--- config.mk ---
export PLATFORM = sky130hd
export DESIGN_NAME = lru_key_value_cache_core_flat
export DESIGN_NICKNAME = d
export VERILOG_FILES = /design/src/rtl/lkvc_pkg.sv /design/src/rtl/lkvc_req_if.sv /design/src/rtl/lkvc_rsp_if.sv /design/src/rtl/lkvc_ram.sv /design/src/rtl/lkvc_ctrl.sv /design/src/rtl/lkvc_dpath.sv /design/src/rtl/lru_key_value_cache_core.sv /design/src/flat_wrapper.sv
export SDC_FILE = /design/constraint.sdc
export NUM_CORES = 2
export LEC_CHECK = 0
export ABC_AREA = 1
export BUFFER_PORTS_ARGS = -buffer_cell sky130_fd_sc_hd__buf_2
export CAP_MARGIN = 10
export CORE_MARGIN = 1
export CORE_UTILIZATION = 45
export DETAILED_ROUTE_END_ITERATION = 10
export SLEW_MARGIN = 40
export SYNTH_ARGS = -nofsm -noshare
export SYNTH_HDL_FRONTEND = slang
export SYNTH_SLANG_ARGS = --single-unit
--- constraint.sdc ---
create_clock -name clk -period 8.8 [get_ports clk]
set_input_delay 0.88 -clock clk [delete_from_list [all_inputs] [get_ports clk]]
set_output_delay 0.88 -clock clk [all_outputs]
set_load 0.05 [all_outputs]
--- src/rtl/lkvc_pkg.sv ---
// ----------------------------------------------------------------------------
// lkvc_pkg: shared types and constants for the LRU key-value cache
// Sizes, operation codes, register map and controller/datapath structs.
// ----------------------------------------------------------------------------
`default_nettype none

package lkvc_pkg;

  // Number of cache slots
  localparam int ENTRIES = 16;

  // Slot index, rank and occupancy widths follow from the slot count
  localparam int IDX_W = (ENTRIES > 1) ? $clog2(ENTRIES) : 1;
  localparam int CNT_W = $clog2(ENTRIES + 1);

  // Request and response field widths
  localparam int KEY_W = 32;
  localparam int VAL_W = 32;

  // Capacity register
  localparam int          CAP_W     = 5;
  localparam int          CMP_W     = (CNT_W > CAP_W) ? CNT_W : CAP_W;
  localparam logic [CAP_W-1:0] CAP_RESET = 5'd16;

  // Configuration port
  localparam int PADDR_W = 3;
  localparam int PDATA_W = 32;
  localparam logic REG_CAPACITY = 1'b0;  // word index of the capacity register

  // Operation codes
  localparam logic KIND_GET = 1'b0;
  localparam logic KIND_PUT = 1'b1;

  // Controller to datapath commands
  typedef struct packed {
    logic capture;   // latch the accepted request
    logic lookup;    // register compare, free slot and victim search
    logic update;    // apply ranks, keys, valid bits and value RAM access
    logic load_rsp;  // move the result into the response register
  } lkvc_cmd_t;

  // Datapath status
  typedef struct packed {
    logic empty;     // no slot occupied
  } lkvc_sts_t;

endpackage

`default_nettype wire

--- src/rtl/lkvc_req_if.sv ---
// ----------------------------------------------------------------------------
// lkvc_req_if: request channel
// Valid/ready channel carrying one get or put request.
// ----------------------------------------------------------------------------
`default_nettype none

interface lkvc_req_if import lkvc_pkg::*; ();

  logic                    valid;
  logic                    ready;
  logic                    kind;
  logic signed [KEY_W-1:0] key;
  logic signed [VAL_W-1:0] value;

  modport source (output valid, output kind, output key, output value, input ready);
  modport sink   (input valid, input kind, input key, input value, output ready);

endinterface

`default_nettype wire

--- src/rtl/lkvc_rsp_if.sv ---
// ----------------------------------------------------------------------------
// lkvc_rsp_if: response channel
// Valid/ready channel carrying one result per request.
// ----------------------------------------------------------------------------
`default_nettype none

interface lkvc_rsp_if import lkvc_pkg::*; ();

  logic                    valid;
  logic                    ready;
  logic                    found;
  logic signed [VAL_W-1:0] read_value;
  logic                    evicted;

  modport source (output valid, output found, output read_value, output evicted,
                  input ready);
  modport sink   (input valid, input found, input read_value, input evicted,
                  output ready);

endinterface

`default_nettype wire

--- src/rtl/lkvc_ram.sv ---
// ----------------------------------------------------------------------------
// lkvc_ram: generic single-port RAM
// One access per cycle, write or read, with registered read data.
// ----------------------------------------------------------------------------
`default_nettype none

module lkvc_ram #(
  parameter  int WIDTH = 32,
  parameter  int DEPTH = 16,
  localparam int AW    = (DEPTH > 1) ? $clog2(DEPTH) : 1
) (
  input  wire logic             clk,
  input  wire logic             we,
  input  wire logic             re,
  input  wire logic [AW-1:0]    addr,
  input  wire logic [WIDTH-1:0] wdata,
  output logic      [WIDTH-1:0] rdata
);

  logic [WIDTH-1:0] mem [DEPTH];

  always_ff @(posedge clk) begin
    if (we) begin
      mem[addr] <= wdata;
    end
    if (re) begin
      rdata <= mem[addr];
    end
  end

endmodule

`default_nettype wire

--- src/rtl/lkvc_ctrl.sv ---
// ----------------------------------------------------------------------------
// lkvc_ctrl: request sequencer
// Steps each request through capture, lookup, update and response load.
// ----------------------------------------------------------------------------
`default_nettype none

module lkvc_ctrl import lkvc_pkg::*; (
  input  wire logic clk,
  input  wire logic rst,
  input  wire logic req_valid,
  output logic      req_ready,
  output logic      rsp_valid,
  input  wire logic rsp_ready,
  output lkvc_cmd_t cmd
);

  typedef enum logic [3:0] {
    ST_IDLE   = 4'b0001,
    ST_LOOKUP = 4'b0010,
    ST_UPDATE = 4'b0100,
    ST_FINISH = 4'b1000
  } lkvc_state_t;

  lkvc_state_t state, state_next;
  logic        rsp_valid_next;
  logic        rsp_free;

  assign req_ready = (state == ST_IDLE);
  assign rsp_free  = !rsp_valid || rsp_ready;

  always_comb begin
    state_next   = state;
    cmd          = '0;
    case (state)
      ST_IDLE: begin
        if (req_valid) begin
          cmd.capture = 1'b1;
          state_next  = ST_LOOKUP;
        end
      end
      ST_LOOKUP: begin
        cmd.lookup = 1'b1;
        state_next = ST_UPDATE;
      end
      ST_UPDATE: begin
        cmd.update = 1'b1;
        state_next = ST_FINISH;
      end
      ST_FINISH: begin
        // hold until the response register can take the result
        if (rsp_free) begin
          cmd.load_rsp = 1'b1;
          state_next   = ST_IDLE;
        end
      end
      default: begin
        state_next = ST_IDLE;
      end
    endcase
  end

  always_comb begin
    rsp_valid_next = rsp_valid;
    if (cmd.load_rsp) begin
      rsp_valid_next = 1'b1;
    end else if (rsp_ready) begin
      rsp_valid_next = 1'b0;
    end
  end

  always_ff @(posedge clk) begin
    if (rst) begin
      state     <= ST_IDLE;
      rsp_valid <= 1'b0;
    end else begin
      state     <= state_next;
      rsp_valid <= rsp_valid_next;
    end
  end

endmodule

`default_nettype wire

--- src/rtl/lkvc_dpath.sv ---
// ----------------------------------------------------------------------------
// lkvc_dpath: cache datapath
// Key compare array, recency ranks, valid bits, occupancy and value RAM.
// ----------------------------------------------------------------------------
`default_nettype none

module lkvc_dpath import lkvc_pkg::*; (
  input  wire logic                    clk,
  input  wire logic                    rst,
  input  wire lkvc_cmd_t               cmd,
  output lkvc_sts_t                    sts,
  input  wire logic [CAP_W-1:0]        capacity,
  input  wire logic                    req_kind,
  input  wire logic signed [KEY_W-1:0] req_key,
  input  wire logic signed [VAL_W-1:0] req_value,
  output logic                         rsp_found,
  output logic signed [VAL_W-1:0]      rsp_read_value,
  output logic                         rsp_evicted
);

  // captured request
  logic             op_kind;
  logic [KEY_W-1:0] op_key;
  logic [VAL_W-1:0] op_value;

  // slot state
  logic [ENTRIES-1:0] entry_valid;
  logic [KEY_W-1:0]   entry_key [ENTRIES];
  logic [IDX_W-1:0]   rank      [ENTRIES];
  logic [CNT_W-1:0]   occupied;

  // lookup results
  logic [IDX_W-1:0] hit_idx_c, free_idx_c, lru_idx_c;
  logic             hit_c, full_c;
  logic [CMP_W-1:0] cap_eff;
  logic [IDX_W-1:0] hit_idx, free_idx, lru_idx;
  logic             hit, full;

  // update controls
  logic             is_put;
  logic             promote, key_we, insert, evict, ram_we, ram_re;
  logic [IDX_W-1:0] slot;
  logic [CNT_W-1:0] thr;

  // per-request result flags
  logic             res_found, res_evicted, res_get_hit;
  logic [VAL_W-1:0] ram_rdata;

  assign sts.empty = (occupied == '0);
  assign is_put    = (op_kind == KIND_PUT);

  always_ff @(posedge clk) begin
    if (cmd.capture) begin
      op_kind  <= req_kind;
      op_key   <= req_key;
      op_value <= req_value;
    end
  end

  // Parallel compare, lowest free slot and the slot holding the oldest rank
  always_comb begin
    hit_c      = 1'b0;
    hit_idx_c  = '0;
    free_idx_c = '0;
    lru_idx_c  = '0;
    for (int i = ENTRIES - 1; i >= 0; i--) begin
      if (entry_valid[i] && (entry_key[i] == op_key)) begin
        hit_c     = 1'b1;
        hit_idx_c = IDX_W'(i);
      end
      if (!entry_valid[i]) begin
        free_idx_c = IDX_W'(i);
      end
      if (entry_valid[i] && (CNT_W'(rank[i]) == occupied - CNT_W'(1))) begin
        lru_idx_c = IDX_W'(i);
      end
    end
  end

  // Clamp capacity into 1 .. ENTRIES
  always_comb begin
    cap_eff = CMP_W'(capacity);
    if (cap_eff == '0) begin
      cap_eff = CMP_W'(1);
    end else if (cap_eff > CMP_W'(ENTRIES)) begin
      cap_eff = CMP_W'(ENTRIES);
    end
    full_c = (CMP_W'(occupied) >= cap_eff);
  end

  always_ff @(posedge clk) begin
    if (cmd.lookup) begin
      hit      <= hit_c;
      hit_idx  <= hit_idx_c;
      free_idx <= free_idx_c;
      lru_idx  <= lru_idx_c;
      full     <= full_c;
    end
  end

  // Pick the slot to touch and the rank threshold below which others age
  always_comb begin
    promote = 1'b0;
    key_we  = 1'b0;
    insert  = 1'b0;
    evict   = 1'b0;
    ram_we  = 1'b0;
    ram_re  = 1'b0;
    slot    = hit_idx;
    thr     = CNT_W'(rank[hit_idx]);
    if (hit) begin
      promote = 1'b1;
      ram_we  = is_put;
      ram_re  = !is_put;
    end else if (is_put) begin
      promote = 1'b1;
      key_we  = 1'b1;
      ram_we  = 1'b1;
      if (full) begin
        evict = 1'b1;
        slot  = lru_idx;
        thr   = occupied - CNT_W'(1);
      end else begin
        insert = 1'b1;
        slot   = free_idx;
        thr    = occupied + CNT_W'(1);
      end
    end
  end

  always_ff @(posedge clk) begin
    if (cmd.update && promote) begin
      for (int i = 0; i < ENTRIES; i++) begin
        if (IDX_W'(i) == slot) begin
          rank[i] <= '0;
        end else if (entry_valid[i] && (CNT_W'(rank[i]) < thr)) begin
          rank[i] <= rank[i] + IDX_W'(1);
        end
      end
    end
    if (cmd.update && key_we) begin
      entry_key[slot] <= op_key;
    end
    if (cmd.update) begin
      res_found   <= hit;
      res_evicted <= evict;
      res_get_hit <= hit && !is_put;
    end
  end

  always_ff @(posedge clk) begin
    if (rst) begin
      entry_valid <= '0;
      occupied    <= '0;
    end else if (cmd.update && insert) begin
      entry_valid[slot] <= 1'b1;
      occupied          <= occupied + CNT_W'(1);
    end
  end

  lkvc_ram #(
    .WIDTH (VAL_W),
    .DEPTH (ENTRIES)
  ) u_value_ram (
    .clk   (clk),
    .we    (cmd.update && ram_we),
    .re    (cmd.update && ram_re),
    .addr  (slot),
    .wdata (op_value),
    .rdata (ram_rdata)
  );

  always_ff @(posedge clk) begin
    if (cmd.load_rsp) begin
      rsp_found      <= res_found;
      rsp_evicted    <= res_evicted;
      rsp_read_value <= res_get_hit ? ram_rdata : '0;
    end
  end

endmodule

`default_nettype wire

--- src/rtl/lru_key_value_cache_core.sv ---
// ----------------------------------------------------------------------------
// lru_key_value_cache_core: fully associative key-value cache, LRU replacement
// Get/put requests in, one response per request out, APB capacity register.
// ----------------------------------------------------------------------------
// Flow: one request in flight; the controller steps it through capture,
//   parallel key compare, rank/key/value-RAM update and the registered
//   value RAM read, then loads the response register once that register
//   is free, and only then takes the next request.
// Reset: clears the valid bits, the occupancy count and the controller, and
//   sets capacity to 16; keys, ranks and values stay undefined until written.
// ----------------------------------------------------------------------------
`default_nettype none

module lru_key_value_cache_core import lkvc_pkg::*; (
  input  wire logic               clk,
  input  wire logic               rst,
  lkvc_req_if.sink                req,
  lkvc_rsp_if.source              rsp,
  input  wire logic               psel,
  input  wire logic               penable,
  input  wire logic               pwrite,
  input  wire logic [PADDR_W-1:0] paddr,
  input  wire logic [PDATA_W-1:0] pwdata,
  output logic      [PDATA_W-1:0] prdata,
  output logic                    pready
);

  lkvc_cmd_t        cmd;
  lkvc_sts_t        sts;
  logic [CAP_W-1:0] capacity;
  logic             cap_sel;
  logic             cap_write;

  // Capacity register: one word, no wait states. Drop writes while any slot
  // is occupied so the clamp never sees a capacity below the occupancy.
  assign pready    = 1'b1;
  assign cap_sel   = (paddr[2] == REG_CAPACITY);
  assign cap_write = psel && penable && pwrite && cap_sel && sts.empty;
  assign prdata    = cap_sel ? PDATA_W'(capacity) : '0;

  always_ff @(posedge clk) begin
    if (rst) begin
      capacity <= CAP_RESET;
    end else if (cap_write) begin
      capacity <= pwdata[CAP_W-1:0];
    end
  end

  // Sequencer: one request in flight; the response register frees the input
  // side so the next request may be taken while a response waits.
  lkvc_ctrl u_ctrl (
    .clk       (clk),
    .rst       (rst),
    .req_valid (req.valid),
    .req_ready (req.ready),
    .rsp_valid (rsp.valid),
    .rsp_ready (rsp.ready),
    .cmd       (cmd)
  );

  // Datapath: slot array, recency ranks and the value RAM
  lkvc_dpath u_dpath (
    .clk            (clk),
    .rst            (rst),
    .cmd            (cmd),
    .sts            (sts),
    .capacity       (capacity),
    .req_kind       (req.kind),
    .req_key        (req.key),
    .req_value      (req.value),
    .rsp_found      (rsp.found),
    .rsp_read_value (rsp.read_value),
    .rsp_evicted    (rsp.evicted)
  );

endmodule

`default_nettype wire

--- src/flat_wrapper.sv ---
// flat-port wrapper written by rule: the top's interface ports become plain ports
module lru_key_value_cache_core_flat import lkvc_pkg::*;
  (clk, rst, psel, penable, pwrite, paddr, pwdata, prdata, pready, req_valid, req_kind, req_key, req_value, req_ready, rsp_valid, rsp_found, rsp_read_value, rsp_evicted, rsp_ready);
  lkvc_req_if req_i ();
  lkvc_rsp_if rsp_i ();
  input  wire logic clk;
  input  wire logic rst;
  input  wire logic psel;
  input  wire logic penable;
  input  wire logic pwrite;
  input  wire logic [PADDR_W-1:0] paddr;
  input  wire logic [PDATA_W-1:0] pwdata;
  output logic      [PDATA_W-1:0] prdata;
  output logic pready;
  input wire logic [$bits(req_i.valid)-1:0] req_valid;
  input wire logic [$bits(req_i.kind)-1:0] req_kind;
  input wire logic [$bits(req_i.key)-1:0] req_key;
  input wire logic [$bits(req_i.value)-1:0] req_value;
  output wire logic [$bits(req_i.ready)-1:0] req_ready;
  output wire logic [$bits(rsp_i.valid)-1:0] rsp_valid;
  output wire logic [$bits(rsp_i.found)-1:0] rsp_found;
  output wire logic [$bits(rsp_i.read_value)-1:0] rsp_read_value;
  output wire logic [$bits(rsp_i.evicted)-1:0] rsp_evicted;
  input wire logic [$bits(rsp_i.ready)-1:0] rsp_ready;
  assign req_i.valid = req_valid;
  assign req_i.kind = req_kind;
  assign req_i.key = req_key;
  assign req_i.value = req_value;
  assign req_ready = req_i.ready;
  assign rsp_valid = rsp_i.valid;
  assign rsp_found = rsp_i.found;
  assign rsp_read_value = rsp_i.read_value;
  assign rsp_evicted = rsp_i.evicted;
  assign rsp_i.ready = rsp_ready;
  lru_key_value_cache_core u_core (.clk(clk), .rst(rst), .req(req_i), .rsp(rsp_i), .psel(psel), .penable(penable), .pwrite(pwrite), .paddr(paddr), .pwdata(pwdata), .prdata(prdata), .pready(pready));
endmodule
==> results by stage <==
Floorplanning:
- In this run the horizontal extent of the chip is 348.2 um.
- The total I/O pin count is 176.
- The die covers 121200 um2.
- The starting utilization of the core area is 45.54%.
- The placement row count is 126.
- The area of the core is 118400 um2.
- The die height is 348.2 um.

Logic synthesis:
- Sequential cells were found to cover 69.98% of the synthesized design area.
- The largest total area in the synthesized netlist belongs to sky130_fd_sc_hd__edfxtp_1.
- After synthesis, the cell types taking the most area are sky130_fd_sc_hd__edfxtp_1 69%, sky130_fd_sc_hd__nand2_1 4.4%, sky130_fd_sc_hd__a22oi_1 3.3%.
- For this run, the leading register cell type out of synthesis is sky130_fd_sc_hd__edfxtp_1.
- Each instance of the synthesized netlist takes up on average 12.80 um2.
- After synthesis, the share of flip-flops with an asynchronous set or reset is 0%.
- The synthesized netlist occupies a cell area of 53920 um2.
- The area share of the largest cell type after synthesis is 68.83%.
- The synthesized design contains 1236 enable-type register cells.
- The number of warning messages in the yosys log is 0.
- Sorting the synthesized cells by how often they occur yields 1236 x sky130_fd_sc_hd__edfxtp_1, 627 x sky130_fd_sc_hd__nand2_1, 363 x sky130_fd_sc_hd__nor2_1.
- The cell count after synthesis is 4214.
- In this run, distinct cell masters in the synthesized netlist total 63.
- In this run, synthesis produced a sequential element count of 1267.
- The most frequent cell after synthesis is sky130_fd_sc_hd__edfxtp_1.

Setup path:
- The category of the worst setup path launch point is a register.
- For the worst setup path, the data required time is 9.22 ns.
- The endpoint type of the worst setup path is a register.
- The reg-to-reg critical path startpoint is u_core.u_dpath.hit_idx[1].
- The critical path is of the register to register type.
- The master of the slowest instance on the critical path is sky130_fd_sc_hd__edfxtp_1.
- The most numerous cell type found on the critical path is sky130_fd_sc_hd__o21ai_0.
- Along the worst path, the maximum fanout reaches 18.
- The critical path starts at u_core.u_dpath.hit_idx[1].
- The signal on the critical path passes through inv_1 -> o21ai_0 -> o22ai_1 -> nor2_1 -> o32ai_1 -> o21ai_2 -> buf_4 -> ha_1 -> nand2_1 -> o311ai_1 -> o21ai_0.
- The arrival time at the worst endpoint is 4.69 ns.
- The critical path's top delay family is compound AO/OA/AOI/OAI gates.
- For this run, the slowest stage of the critical path takes 0.68 ns.
- The combined buffer and inverter count along the critical path is 2.

Pwr:
- The worst-case IR drop observed on VDD is 172.4 uV.
- The ratio of total power to cell area is 213.2 nW/um2.
- For this design the static power due to leakage is 20.82 nW.

GRT:
- The remaining global-route overflow is 0.
- The initial antenna violation count was 5.
- The wire length of the first global-routing pass is 224.5 mm.
- Entering global routing, the biggest net connects 78 pins.
- For this run, the total global-route usage over all layers was measured as 25.43%.
- The via count of the first global-routing pass is 33617.

Timing:
- The maximum clock rate is 0.2341 GHz.
- For the finished layout, the period the worst path requires is 4.271 ns.
- The aggregate negative setup slack is 0 ns.
- Setup repair after global routing left no endpoint under its margin.
- For the final database, setup skew stands at 0.04044 ns.
- In this run the tightest slew margin relative to its limit is 40.46%.
- Setup violations remaining at the end of the flow were counted as 0.
- The final critical path takes up 48.54% of the cycle.
- The number of hold violations in the final report was 0.
- The slew at the pin closest to its max-slew limit is 0.8921 ns.
- The number of max-slew violations in the final report is 0.

CTS:
- The number of clock buffers inserted by TritonCTS is 133.
- Gates resized during post-CTS repair numbered 0.
- The clock passes through at most 3 buffers.
- The H-tree was split into 4 levels.
- The number of hold buffers added after CTS is 0.
- The cell chosen for the clock root is sky130_fd_sc_hd__clkbuf_16.
- The number of sinks on the clock net is 1267.
- The clock-pin slew reported for the worst setup and hold paths after clock tree synthesis is 0.06 ns.
- The number of setup buffers added after CTS is 0.
- The insertion delay to the later sink of the worst-skew pair is 0.77 ns.
- TritonCTS built the clock tree.

Drt:
- For this run, design rule violations remaining after detail routing come to 0.
- The average detailed-routed wire length per instance is 25.51 um.
- The number of detailed-route iterations in the first pass is 6.
- For this block, the initial DRC count from the detailed router was 4667.
- The detailed-route wire length is 155.4 mm.
- The via count normalized by instance count is 5.809.
- The detail route stage leaves a number of antenna-violating nets equal to 0.
- The final route contains 35383 vias.

Hold path:
- In this run the worst hold path is classified as input pin to register.
- The startpoint of the most critical hold path is req_value[5].

Final layout:
- After the last flow step, the layout net total stands at 4571.
- The finished layout holds 6091 standard cells, fillers aside.
- The share of post-route cells with drive strength above 1 is 11.63%.
- Relative to the synthesized area, the layout overhead comes to 13.02%.

Placed design:
- The congestion estimate from routability-driven global placement came to 0.8912.
- Counting tap cells, the placed design contains a total of 5857 instances.
- The count of buffers from port buffering is 118.
- The half-perimeter wire length after detailed placement is 86.05 mm.

Run:
- Across the run, the number of max-cap violations was 0.

Status:
- The flow ran to the end, and the final reports show no timing, DRC or antenna violations.
## placed cells by master, fill, tap and decap left out, types with 118 or more instances in the layout
| cell type | n |
|---|---|
| sky130_fd_sc_hd__clkbuf_16 | 133 |
| sky130_fd_sc_hd__inv_1 | 269 |
| sky130_fd_sc_hd__a21oi_1 | 228 |
| sky130_fd_sc_hd__buf_2 | 118 |
| sky130_fd_sc_hd__a22oi_1 | 239 |
| sky130_fd_sc_hd__edfxtp_1 | 1236 |
| sky130_fd_sc_hd__xnor2_1 | 129 |
| sky130_fd_sc_hd__nand2_1 | 624 |
| sky130_fd_sc_hd__o21ai_0 | 194 |
| sky130_fd_sc_hd__nor2_1 | 338 |
## final timing paths
path | endpoint | slack (ns) | cells after the start
worst max-delay path | u_core.u_dpath.rank[12][2] | 4.53 | 11
worst min-delay path | u_core.u_dpath.op_value[5] | 0.31 | 1
worst max register to register | u_core.u_dpath.rank[12][2] | 4.53 | 11
worst min register to register | u_core.u_dpath.rsp_evicted | 0.44 | 0
## area by class of cell
| type | count | area [um2] |
|---|---|---|
| Timing Repair Buffer | 225 | 1475 |
| Fill cell | 10018 | 57460 |
| Clock inverter | 69 | 769.5 |
| Inverter | 296 | 1124 |
| Multi-Input combinational cell | 2469 | 14390 |
| Antenna cell | 2 | 5.005 |
| Sequential cell | 1267 | 37740 |
| Tap cell | 1600 | 2002 |
| Clock buffer | 163 | 3441 |
## flip-flops by register name (all words and copies together), names as in the netlist, 5 cells and up
signal and count:
u_core.u_dpath.occupied 5, u_core.u_dpath.op_key 32, u_core.u_dpath.entry_key 512, u_core.u_dpath.rsp_read_value 32, u_core.u_dpath.u_value_ram.rdata 32, u_core.u_dpath.rank 64
u_core.u_dpath.u_value_ram.mem 512, u_core.u_dpath.op_value 32, u_core.u_dpath.entry_valid 16, u_core.capacity 5
## per-layer routing
| layer | global-route usage [%] | up-vias | wire, um |
|---|---|---|---|
| met5 | 0 | - | 13 |
| met4 | 8.775 | 2 | 4638 |
| met3 | 4.247 | 285 | 14730 |
| met2 | 38.52 | 1829 | 69720 |
| met1 | 37.12 | 17557 | 66240 |
| li1 | - | 15710 | - |
## report_power, final
part / internal (W) / switching [W] / total [W]
clock: 0.00306 / 0.00241 / 0.00546
combinational: 0.000195 / 0.000588 / 0.000783
sequential: 0.00669 / 0.0000554 / 0.00674
total: 0.00994 / 0.00305 / 0.0130
## cells by family (layout without fill, tap and decap cells)
family	after synthesis	count (layout)	synth area share [%]
flip-flops	1267	1267	69.98
AND/OR/NAND/NOR	1266	1266	9.980
AO/OA/AOI/OAI	875	875	10.62
buffers and inverters	504	753	4.026
XOR/XNOR	228	228	3.703
adder cells (fa/ha/maj)	72	72	1.671
other	2	30	0.01393
## stage by stage
step / setup WS (ns) / instance area [um2] / utilization (%) / hold WS, ns / total power (W)
5_1_grt: 4.162 / 60930 / 51.47 / 0.2731 / 0.01334
4_1_cts: 4.578 / 60930 / 51.46 / 0.2528 / 0.01304
3_3_place_gp: 4.354 / 56580 / 47.79 / 0.4090 / 0.007624
6_report: 4.529 / 60940 / 51.47 / 0.3059 / 0.01299
2_1_floorplan: 3.709 / 54020 / - / 0.4003 / 0.007306
3_5_place_dp: 4.614 / 56720 / 47.91 / 0.4091 / 0.007641
Power figures use the tool's default switching activity.
